==> config.mk <==
export PLATFORM = sky130hd
export DESIGN_NAME = imu_mag_gyro_conditioner_top_flat
export DESIGN_NICKNAME = d
export VERILOG_FILES = /design/src/rtl/imc_pkg.sv /design/src/rtl/imc_ifs.sv /design/src/rtl/imu_mag_gyro_conditioner_top.sv /design/src/rtl/imc_cfg_regs.sv /design/src/rtl/imc_mag_lane.sv /design/src/rtl/imc_yaw_unit.sv /design/src/flat_wrapper.sv
export VERILOG_INCLUDE_DIRS = /design/src /design/src/rtl
export SDC_FILE = /design/constraint.sdc
export NUM_CORES = 2
export LEC_CHECK = 0
export BUFFER_PORTS_ARGS = -buffer_cell sky130_fd_sc_hd__buf_2
export CORE_ASPECT_RATIO = 0.6
export CORE_UTILIZATION = 56
export CTS_CLUSTER_SIZE = 20
export DETAILED_ROUTE_END_ITERATION = 10
export MAX_ROUTING_LAYER = met4
export PLACE_DENSITY = 0.85
export SKIP_LAST_GASP = 1
export SYNTH_ARGS = -nofsm -noshare
export SYNTH_HDL_FRONTEND = slang
export SYNTH_SLANG_ARGS = --single-unit
export TNS_END_PERCENT = 30
==> constraint.sdc <==
create_clock -name clk -period 8.13 [get_ports clk]
set_clock_uncertainty 0.15 [all_clocks]
set_input_delay 1.626 -clock clk [delete_from_list [all_inputs] [get_ports clk]]
set_output_delay 1.626 -clock clk [all_outputs]
set_load 0.005 [all_outputs]
==> src/rtl/imu_mag_gyro_conditioner_top_macros.svh <==
// ----------------------------------------------------------------------------
// IMU conditioner assertion macros
// Assertion helpers shared by the conditioner RTL; they compile away for
// synthesis when SYNTH is defined.
// ----------------------------------------------------------------------------
`ifndef IMU_MAG_GYRO_CONDITIONER_TOP_MACROS_SVH
`define IMU_MAG_GYRO_CONDITIONER_TOP_MACROS_SVH
`ifndef SYNTH
// Same-cycle implication, checked at every rising edge outside reset.
`define IMC_ASSERT_IMP(lbl, ante, cons, msg) \
	lbl: assert property (@(posedge clk) disable iff (!arst_n) (ante) |-> (cons)) \
		else $error(msg);
// Next-cycle implication, checked at every rising edge outside reset.
`define IMC_ASSERT_NXT(lbl, ante, cons, msg) \
	lbl: assert property (@(posedge clk) disable iff (!arst_n) (ante) |=> (cons)) \
		else $error(msg);
`else
`define IMC_ASSERT_IMP(lbl, ante, cons, msg)
`define IMC_ASSERT_NXT(lbl, ante, cons, msg)
`endif
`endif

==> src/rtl/imc_pkg.sv <==
// ----------------------------------------------------------------------------
// IMU conditioner package
// Widths, reset constants, register codes and shared types.
// ----------------------------------------------------------------------------
package imc_pkg;

	localparam int SAMPLE_WIDTH = 16;
	localparam int LIMIT_W      = 16;
	localparam int DEADBAND_W   = 15;
	localparam int PERIOD_W     = 24;
	localparam int YAW_W        = 48;
	localparam int PROD_W       = SAMPLE_WIDTH + PERIOD_W + 1;
	localparam int SUM_W        = YAW_W + 2;
	localparam int APB_AW       = 4;
	localparam int APB_DW       = 32;
	localparam int NUM_AXES     = 3;

	typedef logic signed [SAMPLE_WIDTH-1:0] sample_t;
	typedef logic signed [YAW_W-1:0]        yaw_t;
	typedef logic signed [PROD_W-1:0]       prod_t;

	localparam sample_t AXIS_MIN_RST = sample_t'((2 ** (SAMPLE_WIDTH - 1)) - 1);
	localparam sample_t AXIS_MAX_RST = sample_t'(-((2 ** (SAMPLE_WIDTH - 1)) - 1));

	localparam logic [LIMIT_W-1:0]    JUMP_LIMIT_RST = LIMIT_W'(30);
	localparam logic [DEADBAND_W-1:0] DEADBAND_RST   = DEADBAND_W'(1);
	localparam logic [PERIOD_W-1:0]   PERIOD_RST     = PERIOD_W'(655);

	typedef enum logic [1:0] {
		REG_CALIB_ENABLE  = 2'd0,
		REG_JUMP_LIMIT    = 2'd1,
		REG_RATE_DEADBAND = 2'd2,
		REG_PERIOD_Q16    = 2'd3
	} reg_idx_t;

	typedef struct packed {
		logic                  calib_enable;
		logic [LIMIT_W-1:0]    mag_jump_limit;
		logic [DEADBAND_W-1:0] rate_deadband;
		logic [PERIOD_W-1:0]   period_q16;
	} cfg_t;

	// Control handed to one magnetometer lane.
	typedef struct packed {
		logic take;
		logic track;
		logic commit;
	} lane_ctrl_t;

	// What one lane reports back to the merge logic.
	typedef struct packed {
		logic    in_range;
		sample_t min_v;
		sample_t max_v;
		sample_t acc_v;
	} lane_stat_t;

endpackage

==> src/rtl/imc_ifs.sv <==
// ----------------------------------------------------------------------------
// IMU conditioner channels
// Valid/ready interfaces for the sample and result channels.
// ----------------------------------------------------------------------------
interface imc_sample_if;
	import imc_pkg::*;

	logic    valid;
	logic    ready;
	sample_t gyro_z;
	sample_t mag_x;
	sample_t mag_y;
	sample_t mag_z;

	modport source (output valid, gyro_z, mag_x, mag_y, mag_z, input ready);
	modport sink (input valid, gyro_z, mag_x, mag_y, mag_z, output ready);
endinterface

interface imc_result_if;
	import imc_pkg::*;

	logic    valid;
	logic    ready;
	sample_t filt_mag_x;
	sample_t filt_mag_y;
	sample_t filt_mag_z;
	yaw_t    yaw_angle;
	sample_t min_x;
	sample_t min_y;
	sample_t min_z;
	sample_t max_x;
	sample_t max_y;
	sample_t max_z;

	modport source (output valid, filt_mag_x, filt_mag_y, filt_mag_z, yaw_angle,
		min_x, min_y, min_z, max_x, max_y, max_z, input ready);
	modport sink (input valid, filt_mag_x, filt_mag_y, filt_mag_z, yaw_angle,
		min_x, min_y, min_z, max_x, max_y, max_z, output ready);
endinterface

==> src/rtl/imu_mag_gyro_conditioner_top.sv <==
// An accepted sample request passes through stage 1, then the output register.
// Throughput: one sample request per cycle; the rate product is registered in
// stage 1 and the combinational saturating yaw add feeds the output register
// (stage 2). The input stalls only while the stage 1 and output registers
// are full. Reset (arst_n low, asynchronous) clears the pipeline and restores
// the calibration extremes, the accepted vector, yaw and the config registers.
// ----------------------------------------------------------------------------
// IMU magnetometer and gyro conditioner, top level
// Three magnetometer lanes work side by side on the axes of one sample, a
// merge stage decides whether the spike filter accepts the vector, and a
// yaw unit integrates the gyro Z rate.
// ----------------------------------------------------------------------------
`include "imu_mag_gyro_conditioner_top_macros.svh"

module imu_mag_gyro_conditioner_top
	import imc_pkg::*;
(
	input  logic              clk,
	input  logic              arst_n,
	input  logic              psel,
	input  logic              penable,
	input  logic              pwrite,
	input  logic [APB_AW-1:0] paddr,
	input  logic [APB_DW-1:0] pwdata,
	output logic [APB_DW-1:0] prdata,
	output logic              pready,
	imc_sample_if.sink        samples,
	imc_result_if.source      results
);

	cfg_t       cfg;
	sample_t    mag_in [NUM_AXES];
	lane_ctrl_t lane_ctrl;
	lane_stat_t lane_stat [NUM_AXES];
	logic       all_in_range;
	logic       take;
	logic       advance;
	logic       out_free;
	logic       acc_valid_q;
	logic       s1_valid_q;
	logic       out_valid_s2;
	yaw_t       yaw_nxt;
	yaw_t       yaw_cur;

	// Stage 1 holds the magnetometer state as it stood after this sample.
	sample_t    acc_s1 [NUM_AXES];
	sample_t    min_s1 [NUM_AXES];
	sample_t    max_s1 [NUM_AXES];

	// The output register.
	sample_t    acc_s2 [NUM_AXES];
	sample_t    min_s2 [NUM_AXES];
	sample_t    max_s2 [NUM_AXES];
	yaw_t       yaw_s2;

	imc_cfg_regs u_cfg (
		.clk     (clk),
		.arst_n  (arst_n),
		.psel    (psel),
		.penable (penable),
		.pwrite  (pwrite),
		.paddr   (paddr),
		.pwdata  (pwdata),
		.prdata  (prdata),
		.pready  (pready),
		.cfg     (cfg)
	);

	// Pipeline flow: the output register frees when it is empty or being
	// taken, stage 1 moves on into it, and a new request enters whenever
	// stage 1 is empty or moving.
	assign out_free      = !out_valid_s2 || results.ready;
	assign advance       = s1_valid_q && out_free;
	assign samples.ready = !s1_valid_q || out_free;
	assign take          = samples.valid && samples.ready;

	assign mag_in[0] = samples.mag_x;
	assign mag_in[1] = samples.mag_y;
	assign mag_in[2] = samples.mag_z;

	// Merge: the vector is accepted only if every axis stayed within the
	// jump limit, and the first sample after reset is accepted as it is.
	always_comb begin
		all_in_range = 1'b1;
		for (int i = 0; i < NUM_AXES; i++) begin
			all_in_range = all_in_range && lane_stat[i].in_range;
		end
		lane_ctrl.take   = take;
		lane_ctrl.track  = cfg.calib_enable;
		lane_ctrl.commit = !acc_valid_q || all_in_range;
	end

	for (genvar g = 0; g < NUM_AXES; g++) begin : g_lane
		imc_mag_lane u_lane (
			.clk    (clk),
			.arst_n (arst_n),
			.sample (mag_in[g]),
			.limit  (cfg.mag_jump_limit),
			.ctrl   (lane_ctrl),
			.stat   (lane_stat[g])
		);
	end

	imc_yaw_unit u_yaw (
		.clk      (clk),
		.arst_n   (arst_n),
		.take     (take),
		.advance  (advance),
		.gyro     (samples.gyro_z),
		.deadband (cfg.rate_deadband),
		.period   (cfg.period_q16),
		.yaw_nxt  (yaw_nxt),
		.yaw_cur  (yaw_cur)
	);

	always_ff @(posedge clk or negedge arst_n) begin
		if (!arst_n) begin
			acc_valid_q  <= 1'b0;
			s1_valid_q   <= 1'b0;
			out_valid_s2 <= 1'b0;
		end else begin
			if (take && lane_ctrl.commit) begin
				acc_valid_q <= 1'b1;
			end
			if (take) begin
				s1_valid_q <= 1'b1;
			end else if (advance) begin
				s1_valid_q <= 1'b0;
			end
			if (advance) begin
				out_valid_s2 <= 1'b1;
			end else if (results.ready) begin
				out_valid_s2 <= 1'b0;
			end
		end
	end

	always_ff @(posedge clk) begin
		if (take) begin
			for (int i = 0; i < NUM_AXES; i++) begin
				acc_s1[i] <= lane_stat[i].acc_v;
				min_s1[i] <= lane_stat[i].min_v;
				max_s1[i] <= lane_stat[i].max_v;
			end
		end
		if (advance) begin
			acc_s2 <= acc_s1;
			min_s2 <= min_s1;
			max_s2 <= max_s1;
			yaw_s2 <= yaw_nxt;
		end
	end

	assign results.valid      = out_valid_s2;
	assign results.filt_mag_x = acc_s2[0];
	assign results.filt_mag_y = acc_s2[1];
	assign results.filt_mag_z = acc_s2[2];
	assign results.yaw_angle  = yaw_s2;
	assign results.min_x      = min_s2[0];
	assign results.min_y      = min_s2[1];
	assign results.min_z      = min_s2[2];
	assign results.max_x      = max_s2[0];
	assign results.max_y      = max_s2[1];
	assign results.max_z      = max_s2[2];

	// A stage 1 entry that cannot move must still be there next cycle.
	`IMC_ASSERT_NXT(a_s1_hold, s1_valid_q && !advance, s1_valid_q, "stage 1 entry lost")
	// The yaw accumulator changes only when its request moves to the output.
	`IMC_ASSERT_NXT(a_yaw_stable, !advance, $stable(yaw_cur), "yaw moved without advance")
	// Once any request is accepted the spike filter has a reference vector.
	`IMC_ASSERT_NXT(a_acc_valid, take, acc_valid_q, "accepted vector not marked valid")
	// Moving stage 1 on always leaves a result in the output register.
	`IMC_ASSERT_NXT(a_out_fill, advance, results.valid, "advanced request not shown")

endmodule

==> src/rtl/imc_cfg_regs.sv <==
// ----------------------------------------------------------------------------
// IMU conditioner register file
// APB-style register bank holding the four configuration registers.
// ----------------------------------------------------------------------------
module imc_cfg_regs
	import imc_pkg::*;
(
	input  logic              clk,
	input  logic              arst_n,
	input  logic              psel,
	input  logic              penable,
	input  logic              pwrite,
	input  logic [APB_AW-1:0] paddr,
	input  logic [APB_DW-1:0] pwdata,
	output logic [APB_DW-1:0] prdata,
	output logic              pready,
	output cfg_t              cfg
);

	cfg_t     cfg_q;
	reg_idx_t idx;
	logic     wr_en;

	// Registers are word aligned; the byte offset bits are ignored.
	assign idx    = reg_idx_t'(paddr[APB_AW-1:2]);
	assign wr_en  = psel && penable && pwrite;
	assign pready = 1'b1;
	assign cfg    = cfg_q;

	always_ff @(posedge clk or negedge arst_n) begin
		if (!arst_n) begin
			cfg_q.calib_enable   <= 1'b0;
			cfg_q.mag_jump_limit <= JUMP_LIMIT_RST;
			cfg_q.rate_deadband  <= DEADBAND_RST;
			cfg_q.period_q16     <= PERIOD_RST;
		end else if (wr_en) begin
			unique case (idx)
				REG_CALIB_ENABLE:  cfg_q.calib_enable   <= pwdata[0];
				REG_JUMP_LIMIT:    cfg_q.mag_jump_limit <= pwdata[LIMIT_W-1:0];
				REG_RATE_DEADBAND: cfg_q.rate_deadband  <= pwdata[DEADBAND_W-1:0];
				REG_PERIOD_Q16:    cfg_q.period_q16     <= pwdata[PERIOD_W-1:0];
				default:           cfg_q <= cfg_q;
			endcase
		end
	end

	always_comb begin
		prdata = '0;
		unique case (idx)
			REG_CALIB_ENABLE:  prdata = APB_DW'(cfg_q.calib_enable);
			REG_JUMP_LIMIT:    prdata = APB_DW'(cfg_q.mag_jump_limit);
			REG_RATE_DEADBAND: prdata = APB_DW'(cfg_q.rate_deadband);
			REG_PERIOD_Q16:    prdata = APB_DW'(cfg_q.period_q16);
			default:           prdata = '0;
		endcase
	end

endmodule

==> src/rtl/imc_mag_lane.sv <==
// ----------------------------------------------------------------------------
// IMU conditioner magnetometer lane
// One axis: min/max tracking, spike check and the accepted value.
// ----------------------------------------------------------------------------
module imc_mag_lane
	import imc_pkg::*;
(
	input  logic               clk,
	input  logic               arst_n,
	input  sample_t            sample,
	input  logic [LIMIT_W-1:0] limit,
	input  lane_ctrl_t         ctrl,
	output lane_stat_t         stat
);

	sample_t                   min_q;
	sample_t                   max_q;
	sample_t                   acc_q;
	logic signed [SAMPLE_WIDTH:0] diff;
	logic [SAMPLE_WIDTH:0]     gap_abs;

	// Distance to the accepted value, one bit wider so it never wraps.
	assign diff = $signed({sample[SAMPLE_WIDTH-1], sample})
		- $signed({acc_q[SAMPLE_WIDTH-1], acc_q});
	assign gap_abs = diff[SAMPLE_WIDTH] ? (SAMPLE_WIDTH + 1)'(-diff) : diff;

	always_comb begin
		stat.in_range = (gap_abs <= (SAMPLE_WIDTH + 1)'(limit));
		stat.min_v    = (ctrl.take && ctrl.track && (sample < min_q)) ? sample : min_q;
		stat.max_v    = (ctrl.take && ctrl.track && (sample > max_q)) ? sample : max_q;
		stat.acc_v    = (ctrl.take && ctrl.commit) ? sample : acc_q;
	end

	always_ff @(posedge clk or negedge arst_n) begin
		if (!arst_n) begin
			min_q <= AXIS_MIN_RST;
			max_q <= AXIS_MAX_RST;
			acc_q <= '0;
		end else begin
			min_q <= stat.min_v;
			max_q <= stat.max_v;
			acc_q <= stat.acc_v;
		end
	end

endmodule

==> src/rtl/imc_yaw_unit.sv <==
// ----------------------------------------------------------------------------
// IMU conditioner yaw integrator
// Registered rate-times-period product and a saturating accumulator.
// ----------------------------------------------------------------------------
module imc_yaw_unit
	import imc_pkg::*;
(
	input  logic                  clk,
	input  logic                  arst_n,
	input  logic                  take,
	input  logic                  advance,
	input  sample_t               gyro,
	input  logic [DEADBAND_W-1:0] deadband,
	input  logic [PERIOD_W-1:0]   period,
	output yaw_t                  yaw_nxt,
	output yaw_t                  yaw_cur
);

	localparam logic signed [SUM_W-1:0] YAW_HI = SUM_W'((longint'(1) <<< (YAW_W - 1)) - 1);
	localparam logic signed [SUM_W-1:0] YAW_LO = SUM_W'(-(longint'(1) <<< (YAW_W - 1)));

	prod_t                    prod_s1;
	logic                     active_s1;
	yaw_t                     yaw_q;
	logic [SAMPLE_WIDTH-1:0]  rate_mag;
	logic signed [SUM_W-1:0]  sum;

	// The most negative rate has a magnitude of 2^(w-1), which the unsigned
	// form holds exactly, so it always clears the deadband.
	assign rate_mag = gyro[SAMPLE_WIDTH-1] ? SAMPLE_WIDTH'(-gyro) : gyro;

	always_ff @(posedge clk) begin
		if (take) begin
			prod_s1 <= PROD_W'(gyro) * PROD_W'($signed({1'b0, period}));
		end
	end

	always_ff @(posedge clk or negedge arst_n) begin
		if (!arst_n) begin
			active_s1 <= 1'b0;
			yaw_q     <= '0;
		end else begin
			if (take) begin
				active_s1 <= ((SAMPLE_WIDTH + DEADBAND_W)'(rate_mag)
					> (SAMPLE_WIDTH + DEADBAND_W)'(deadband));
			end
			if (advance) begin
				yaw_q <= yaw_nxt;
			end
		end
	end

	assign sum = SUM_W'(yaw_q) + SUM_W'(prod_s1);

	always_comb begin
		priority if (!active_s1) begin
			yaw_nxt = yaw_q;
		end else if (sum > YAW_HI) begin
			yaw_nxt = YAW_HI[YAW_W-1:0];
		end else if (sum < YAW_LO) begin
			yaw_nxt = YAW_LO[YAW_W-1:0];
		end else begin
			yaw_nxt = sum[YAW_W-1:0];
		end
	end

	assign yaw_cur = yaw_q;

endmodule

==> src/flat_wrapper.sv <==
// flat-port wrapper written by rule: the top's interface ports become plain ports
module imu_mag_gyro_conditioner_top_flat import imc_pkg::*;
  (clk, arst_n, psel, penable, pwrite, paddr, pwdata, prdata, pready, samples_valid, samples_gyro_z, samples_mag_x, samples_mag_y, samples_mag_z, samples_ready, results_valid, results_filt_mag_x, results_filt_mag_y, results_filt_mag_z, results_yaw_angle, results_min_x, results_min_y, results_min_z, results_max_x, results_max_y, results_max_z, results_ready);
  imc_sample_if samples_i ();
  imc_result_if results_i ();
  input  logic clk;
  input  logic arst_n;
  input  logic psel;
  input  logic penable;
  input  logic pwrite;
  input  logic [APB_AW-1:0] paddr;
  input  logic [APB_DW-1:0] pwdata;
  output logic [APB_DW-1:0] prdata;
  output logic pready;
  input wire logic [$bits(samples_i.valid)-1:0] samples_valid;
  input wire logic [$bits(samples_i.gyro_z)-1:0] samples_gyro_z;
  input wire logic [$bits(samples_i.mag_x)-1:0] samples_mag_x;
  input wire logic [$bits(samples_i.mag_y)-1:0] samples_mag_y;
  input wire logic [$bits(samples_i.mag_z)-1:0] samples_mag_z;
  output wire logic [$bits(samples_i.ready)-1:0] samples_ready;
  output wire logic [$bits(results_i.valid)-1:0] results_valid;
  output wire logic [$bits(results_i.filt_mag_x)-1:0] results_filt_mag_x;
  output wire logic [$bits(results_i.filt_mag_y)-1:0] results_filt_mag_y;
  output wire logic [$bits(results_i.filt_mag_z)-1:0] results_filt_mag_z;
  output wire logic [$bits(results_i.yaw_angle)-1:0] results_yaw_angle;
  output wire logic [$bits(results_i.min_x)-1:0] results_min_x;
  output wire logic [$bits(results_i.min_y)-1:0] results_min_y;
  output wire logic [$bits(results_i.min_z)-1:0] results_min_z;
  output wire logic [$bits(results_i.max_x)-1:0] results_max_x;
  output wire logic [$bits(results_i.max_y)-1:0] results_max_y;
  output wire logic [$bits(results_i.max_z)-1:0] results_max_z;
  input wire logic [$bits(results_i.ready)-1:0] results_ready;
  assign samples_i.valid = samples_valid;
  assign samples_i.gyro_z = samples_gyro_z;
  assign samples_i.mag_x = samples_mag_x;
  assign samples_i.mag_y = samples_mag_y;
  assign samples_i.mag_z = samples_mag_z;
  assign samples_ready = samples_i.ready;
  assign results_valid = results_i.valid;
  assign results_filt_mag_x = results_i.filt_mag_x;
  assign results_filt_mag_y = results_i.filt_mag_y;
  assign results_filt_mag_z = results_i.filt_mag_z;
  assign results_yaw_angle = results_i.yaw_angle;
  assign results_min_x = results_i.min_x;
  assign results_min_y = results_i.min_y;
  assign results_min_z = results_i.min_z;
  assign results_max_x = results_i.max_x;
  assign results_max_y = results_i.max_y;
  assign results_max_z = results_i.max_z;
  assign results_i.ready = results_ready;
  imu_mag_gyro_conditioner_top u_core (.clk(clk), .arst_n(arst_n), .psel(psel), .penable(penable), .pwrite(pwrite), .paddr(paddr), .pwdata(pwdata), .prdata(prdata), .pready(pready), .samples(samples_i), .results(results_i));
endmodule
## Yosys cells after proc, flatten, opt, wreduce, memory -nomap -nowiden

Index checks and enable logic that the tools add are counted.

- Output and inout port bits: 227
- Logic and storage cells: 110
- Bits of input ports: 107
- Flip-flop bits (word level): 629

- Equality and inequality tests: 3
- Reduce and logical (&&, ||, !) cells: 27
- Order comparisons: 12
- Mux-type cells: 21
- $mul: 1
- Add/sub/neg operators: 8

Operator list:

| cell | number |
|---|---|
| 16-bit 2-to-1 mux | 10 |
| 48-bit 2-to-1 mux | 3 |
| 32-bit one-hot mux with 4 select lines | 1 |
| 17-bit by 16-bit <= comparator with 1-bit output | 3 |
| 17-bit 2-to-1 mux | 3 |
| 17-bit negation | 3 |
| 16-bit by 16-bit subtractor with 17-bit output | 3 |
| 48-bit by 41-bit adder with 49-bit output | 1 |
| 49-bit by 48-bit > comparator with 1-bit output (second input constant) | 1 |
| 49-bit by 48-bit < comparator with 1-bit output (second input constant) | 1 |
| 16-bit > comparator | 3 |
| 16-bit < comparator | 3 |
| 16-bit by 25-bit multiplier with 41-bit output | 1 |
| 16-bit by 15-bit > comparator with 1-bit output | 1 |
| 16-bit negation | 1 |
| 1-bit logical AND | 14 |
| 2-bit AND reduction | 4 |
| 2-bit == test (second input constant) | 2 |
| 1-bit 2-to-1 mux | 4 |
| 2-bit nonzero test | 2 |
| 1-bit logical NOT | 3 |
| 1-bit logical OR | 3 |
| 2-bit by 1-bit == test with 1-bit output (second input constant) | 1 |
| 2-bit logical NOT | 1 |

## Depth between registers and ports, before layout

- Depth after elaboration: 9
- Mapped depth: 27
- Mapped depth without buffers: 25

## Cells and area by module

A second synthesis with hierarchy kept.

- Cells, all modules: 4148
- Area, all modules: 45260.9 um2

By module, submodules not included:

| module | times used | sequential area each (um2) | area an instance (um2) | cells each |
|---|---|---|---|---|
| imc_yaw_unit | 1 | 2457.4 | 20093.0 | 2341 |
| imc_mag_lane | 3 | 1222.4 | 4091.4 | 426 |
| imu_mag_gyro_conditioner_top | 1 | 10164.7 | 10232.3 | 348 |
| imc_cfg_regs | 1 | 1415.1 | 2661.3 | 181 |

## Worst setup path after synthesis

Ideal clock, no wire load.

- Path type: input port to flip-flop
- Start point: in results_ready
- End point: reg u_core.u_yaw.yaw_q[33], in the netlist u_core.u_yaw.yaw_cur[33]
- Data arrival time: 9880 ps
- Stages: 7
- Setup time: 131 ps
- Data required time: 7849 ps
- Setup slack: -2031 ps
- Path buffers: 2
- Path through: nand2b_1 -> and2_0 -> nand2_1 -> clkbuf_1 -> clkbuf_1 -> nand2_1 -> o21ai_0

- Cells in the longest elaborated chain, start to end: 2

Ends and longest elaborated chain:

| item | line | text |
|---|---|---|
| start, declared | flat_wrapper.sv:32 | `input wire logic [$bits(results_i.ready)-1:0] results_ready;` |
| 1-bit logical OR | imu_mag_gyro_conditioner_top.sv:72 | `assign out_free = !out_valid_s2 \|\| results.ready;` |
| 1-bit logical AND | imu_mag_gyro_conditioner_top.sv:73 | `assign advance = s1_valid_q && out_free;` |
| via u_core.advance | imu_mag_gyro_conditioner_top.sv:37 | `logic advance;` |
| end signal, assigned | imc_yaw_unit.sv:48 | `yaw_q <= yaw_nxt;` |
| end, declared | imc_yaw_unit.sv:24 | `yaw_t yaw_q;` |

The timed path passes the listed nets, and every way through them passes these cells.
A chain may end at the register's enable or synchronous reset.

## Worst setup path in the final report

- Start point: in samples_gyro_z[6]
- End point: reg u_core.u_yaw.prod_s1[40], data pin

- Cells in the longest elaborated chain, start to end: 1

Ends and longest elaborated chain:

| item | line | text |
|---|---|---|
| start, declared | flat_wrapper.sv:16 | `input wire logic [$bits(samples_i.gyro_z)-1:0] samples_gyro_z;` |
| 16-bit by 25-bit multiplier with 41-bit output | imc_yaw_unit.sv:34 | `prod_s1 <= PROD_W'(gyro) * PROD_W'($signed({1'b0, period}));` |
| end signal, assigned | imc_yaw_unit.sv:34 |  |
| end, declared | imc_yaw_unit.sv:22 | `prod_t prod_s1;` |

Every way passes these cells.

==> impl_metrics.toml <==
[status]
outcome = "finished clean"

[synthesis]
synth_cell_types = 90
synth_mux_area_frac = 0.0485
synth_top_family_by_area = "adder cells"
synth_compound_area_frac = 0.105
synthArstFlopShare = 0.401
ys.flop_type = "edfxtp_1"
synth_edf_count = 377
ys_warn_count = 0
synth-xor-area-share = 0.0312
synth_area_sq_mm = 0.0452
syn_avg_cell_area_sq_um = 10.7
yosys.area_share.simple = 0.112
ys_ff_latch = 629
synth_fa_ha_area_frac = 0.247
netlist_instances = 4219
yosysSeqAreaShare = 0.392

[global_route]
grt_max_degree = 145
overflow = 0
grt_pass1_vias = 33000
track_usage = 0.297
antenna_found_initial = 14
grt_pass1_wl_um = 185000

[critical_path]
slowest_stage = "fa_1"
r2r_slack_ns = 0.78
crit_start = "samples_gyro_z[6]"
criticalPathCategory = "primary input to register"
critPathMaxFanout = 9
cpPeakStageDelay_ns = 0.56
critical-path-top-delay-family = "adder cells"
cp.arrival_ns = 7.87
critical_path.most_common_cell = "fa_1"
end_kind = "register"
ff2ff_path_depth = 21
required_ns = 8.36
rr_startpoint = "u_core.u_cfg.cfg[4]"
start_kind = "primary input"
path_depth = 24
path_buf_inv = 7
cp_cell_sequence = "buf_2 -> and2_1 -> fa_1 -> inv_1 -> fa_1 -> fa_1 -> inv_1 -> fa_1 -> fa_1 -> inv_1 -> fa_1 -> inv_1 -> ha_1 -> buf_4 -> and3_1 -> and4_1 -> a21oi_1 -> o31ai_1 -> a221oi_1 -> buf_4 -> o2111ai_1 -> nand2_1 -> o31a_1 -> xnor2_1"
worst_r2r_endpoint = "u_core.u_yaw.prod_s1[39]"

[sta]
timing.final.crit_share = 0.940
setup_viol = 0
slew_headroom = 0.188
post-route-min-period_ns = 7.64
rsz0062_at_grt = "false"
tightestPinTransition_ns = 1.22
final_hold_viol_count = 0
slew_viol_final = 0
fmax_mhz = 131

[min_path]
hold_end = "u_core.results.min_x[6]"
hp-start = "u_core.min_s1[38]"
hold_depth = 0
hp-class = "register to register"

[floorplanning]
core_area_sq_mm = 0.0797
fp.dieArea_sq_mm = 0.0818
die_h_um = 222
io_pins = 334
dieWidth_um = 369
start_util = 0.567
num_rows = 80

[detailed_routing]
vias_per_cell = 5.77
wl_um = 117000
first_iter_violations = 3149
dr.pass1.iters = 6
ant_nets = 0
drc = 0
post_drt_wl_per_cell_um = 20.6
via_count = 32800

[clock_tree]
ctsHoldBuffers = 0
clkLatencyLatePin_ns = 0.65
cts_tree = "done"
path_clk_slew_ns = 0.07
cts-root-buf = "clkbuf_16"
clock-sinks = 629
h-tree-depth = 2
cts_setup_buffers = 0
cts.path.max_buffers = 3
cts_made_buffers = 57
cts.repair.resized = 0

[finish]
fin_area_sq_mm = 0.0504
drive_gt1_frac = 0.171
syn_to_final_growth_pct = 11.5
fillCellCount = 6126
final_util = 0.632
final_nets = 5366

[run]
maxCapViolations = 0

[place]
dpl-instance-area_sq_mm = 0.0484
gp_congestion = 0.953
portBuffers = 314
dp_hpwl_um = 90000
==> cell usage in the layout (no fill, tap or decap), drive strengths merged, types with 42 or more instances in the layout <==
cell type and instances:
buf 425, and2 178, nor3 43, mux2 188, dfstp 62, a21oi 230, inv 600, o21a 47
xor2 51, o21ai 160, xnor2 110, clkbuf 65, a21o 99, nand2b 43, nand2 374, fa 310
dfrtp 190, nand3 42, ha 394, nor2 177, edfxtp 377
==> layer usage <==
| metal | GRT usage | routed length [um] | up-vias |
|---|---|---|---|
| li1 | - | - | 15000 |
| met1 | 0.440 | 53600 | 16100 |
| met2 | 0.412 | 48700 | 1486 |
| met3 | 0.0753 | 12600 | 167 |
| met4 | 0.0569 | 2180 | 0 |
| met5 | - | 0 | - |
==> state kept, by name, indices dropped and copies added (netlist names) <==
register / cells
u_core.acc_s1: 48
u_core.acc_valid_q: 1
u_core.g_lane.u_lane.acc_q: 48
u_core.g_lane.u_lane.max_q: 48
u_core.g_lane.u_lane.min_q: 48
u_core.max_s1: 48
u_core.min_s1: 48
u_core.results.filt_mag_x: 16
u_core.results.filt_mag_y: 16
u_core.results.filt_mag_z: 16
u_core.results.max_x: 16
u_core.results.max_y: 16
u_core.results.max_z: 16
u_core.results.min_x: 16
u_core.results.min_y: 16
u_core.results.min_z: 16
u_core.results.valid: 1
u_core.results.yaw_angle: 48
u_core.s1_valid_q: 1
u_core.u_cfg.cfg: 56
u_core.u_yaw.active_s1: 1
u_core.u_yaw.prod_s1: 41
u_core.u_yaw.yaw_cur: 48
==> through the flow <==
step           hold WS (ns)  instances  worst slack, ns  setup TNS, ns
2_1_floorplan         0.250       4226           -0.146          -1.42
3_3_place_gp          0.252       5562          -0.0764         -0.142
3_5_place_dp          0.255       5562           -0.144         -0.362
4_1_cts               0.250       5670            0.553              0
5_1_grt               0.265       5682            0.148              0
6_report              0.254       5683            0.490              0
==> worst max-delay path by stage <==
stage | endpoint
finish | u_core.u_yaw.prod_s1[40]
global route | u_core.u_yaw.prod_s1[39]
CTS | u_core.u_yaw.prod_s1[39]
detailed placement | u_core.u_yaw.prod_s1[40]
global placement | u_core.u_yaw.prod_s1[34]
floorplan | u_core.u_yaw.prod_s1[34]
==> kinds of logic (layout without fill, tap and decap cells) <==
| group | Yosys count | count (layout) |
|---|---|---|
| compound gates | 740 | 740 |
| xor+xnor | 161 | 161 |
| fa+ha+maj | 704 | 704 |
| buf+inv | 753 | 1131 |
| flops | 629 | 629 |
| mux | 194 | 194 |
| other cells | 2 | 22 |
| simple gates | 1036 | 1036 |
==> layout make-up <==
type	instances	area (sq um)	area share
Multi-Input combinational cell	2844	24600	0.489
Sequential cell	629	17700	0.352
Timing Repair Buffer	425	2460	0.0489
Inverter	598	2250	0.0447
Clock buffer	65	1500	0.0297
Tap cell	1066	1330	0.0265
Clock inverter	43	448	0.00889
Antenna cell	13	32.5	0.000646
==> synthesized netlist by cell type, types with 6 or more instances <==
library cell / n / share of area
nor3_1: 41 / 0.0045
and3_1: 32 / 0.0044
a21o_1: 99 / 0.016
mux2_1: 25 / 0.0062
a21oi_1: 228 / 0.025
nand2_1: 374 / 0.031
a31oi_1: 22 / 0.0030
nor2_1: 177 / 0.015
nor2b_1: 41 / 0.0057
nand4_1: 38 / 0.0053
o21ai_0: 152 / 0.017
a41oi_1: 6 / 0.0012
a2111oi_0: 9 / 0.0017
or3_1: 22 / 0.0030
mux2_2: 163 / 0.041
edfxtp_1: 377 / 0.25
ha_1: 394 / 0.11
inv_1: 597 / 0.050
o211ai_1: 11 / 0.0018
nor4_1: 17 / 0.0024
and2_1: 177 / 0.025
o31ai_1: 12 / 0.0020
xor2_1: 51 / 0.0099
clkbuf_1: 124 / 0.010
dfrtp_1: 190 / 0.11
buf_4: 11 / 0.0018
buf_2: 12 / 0.0013
nand2b_1: 43 / 0.0060
xnor2_1: 110 / 0.021
o22a_1: 10 / 0.0019
o21ai_1: 8 / 0.00089
dfstp_2: 62 / 0.036
nand3_1: 42 / 0.0047
a211oi_1: 19 / 0.0032
o21a_1: 47 / 0.0078
o21bai_1: 24 / 0.0040
fa_1: 310 / 0.14
a22o_1: 16 / 0.0031
Power is left out: the tool's default activity adds up to more than one toggle a clock period on the data nets, which glitch-free logic cannot reach.
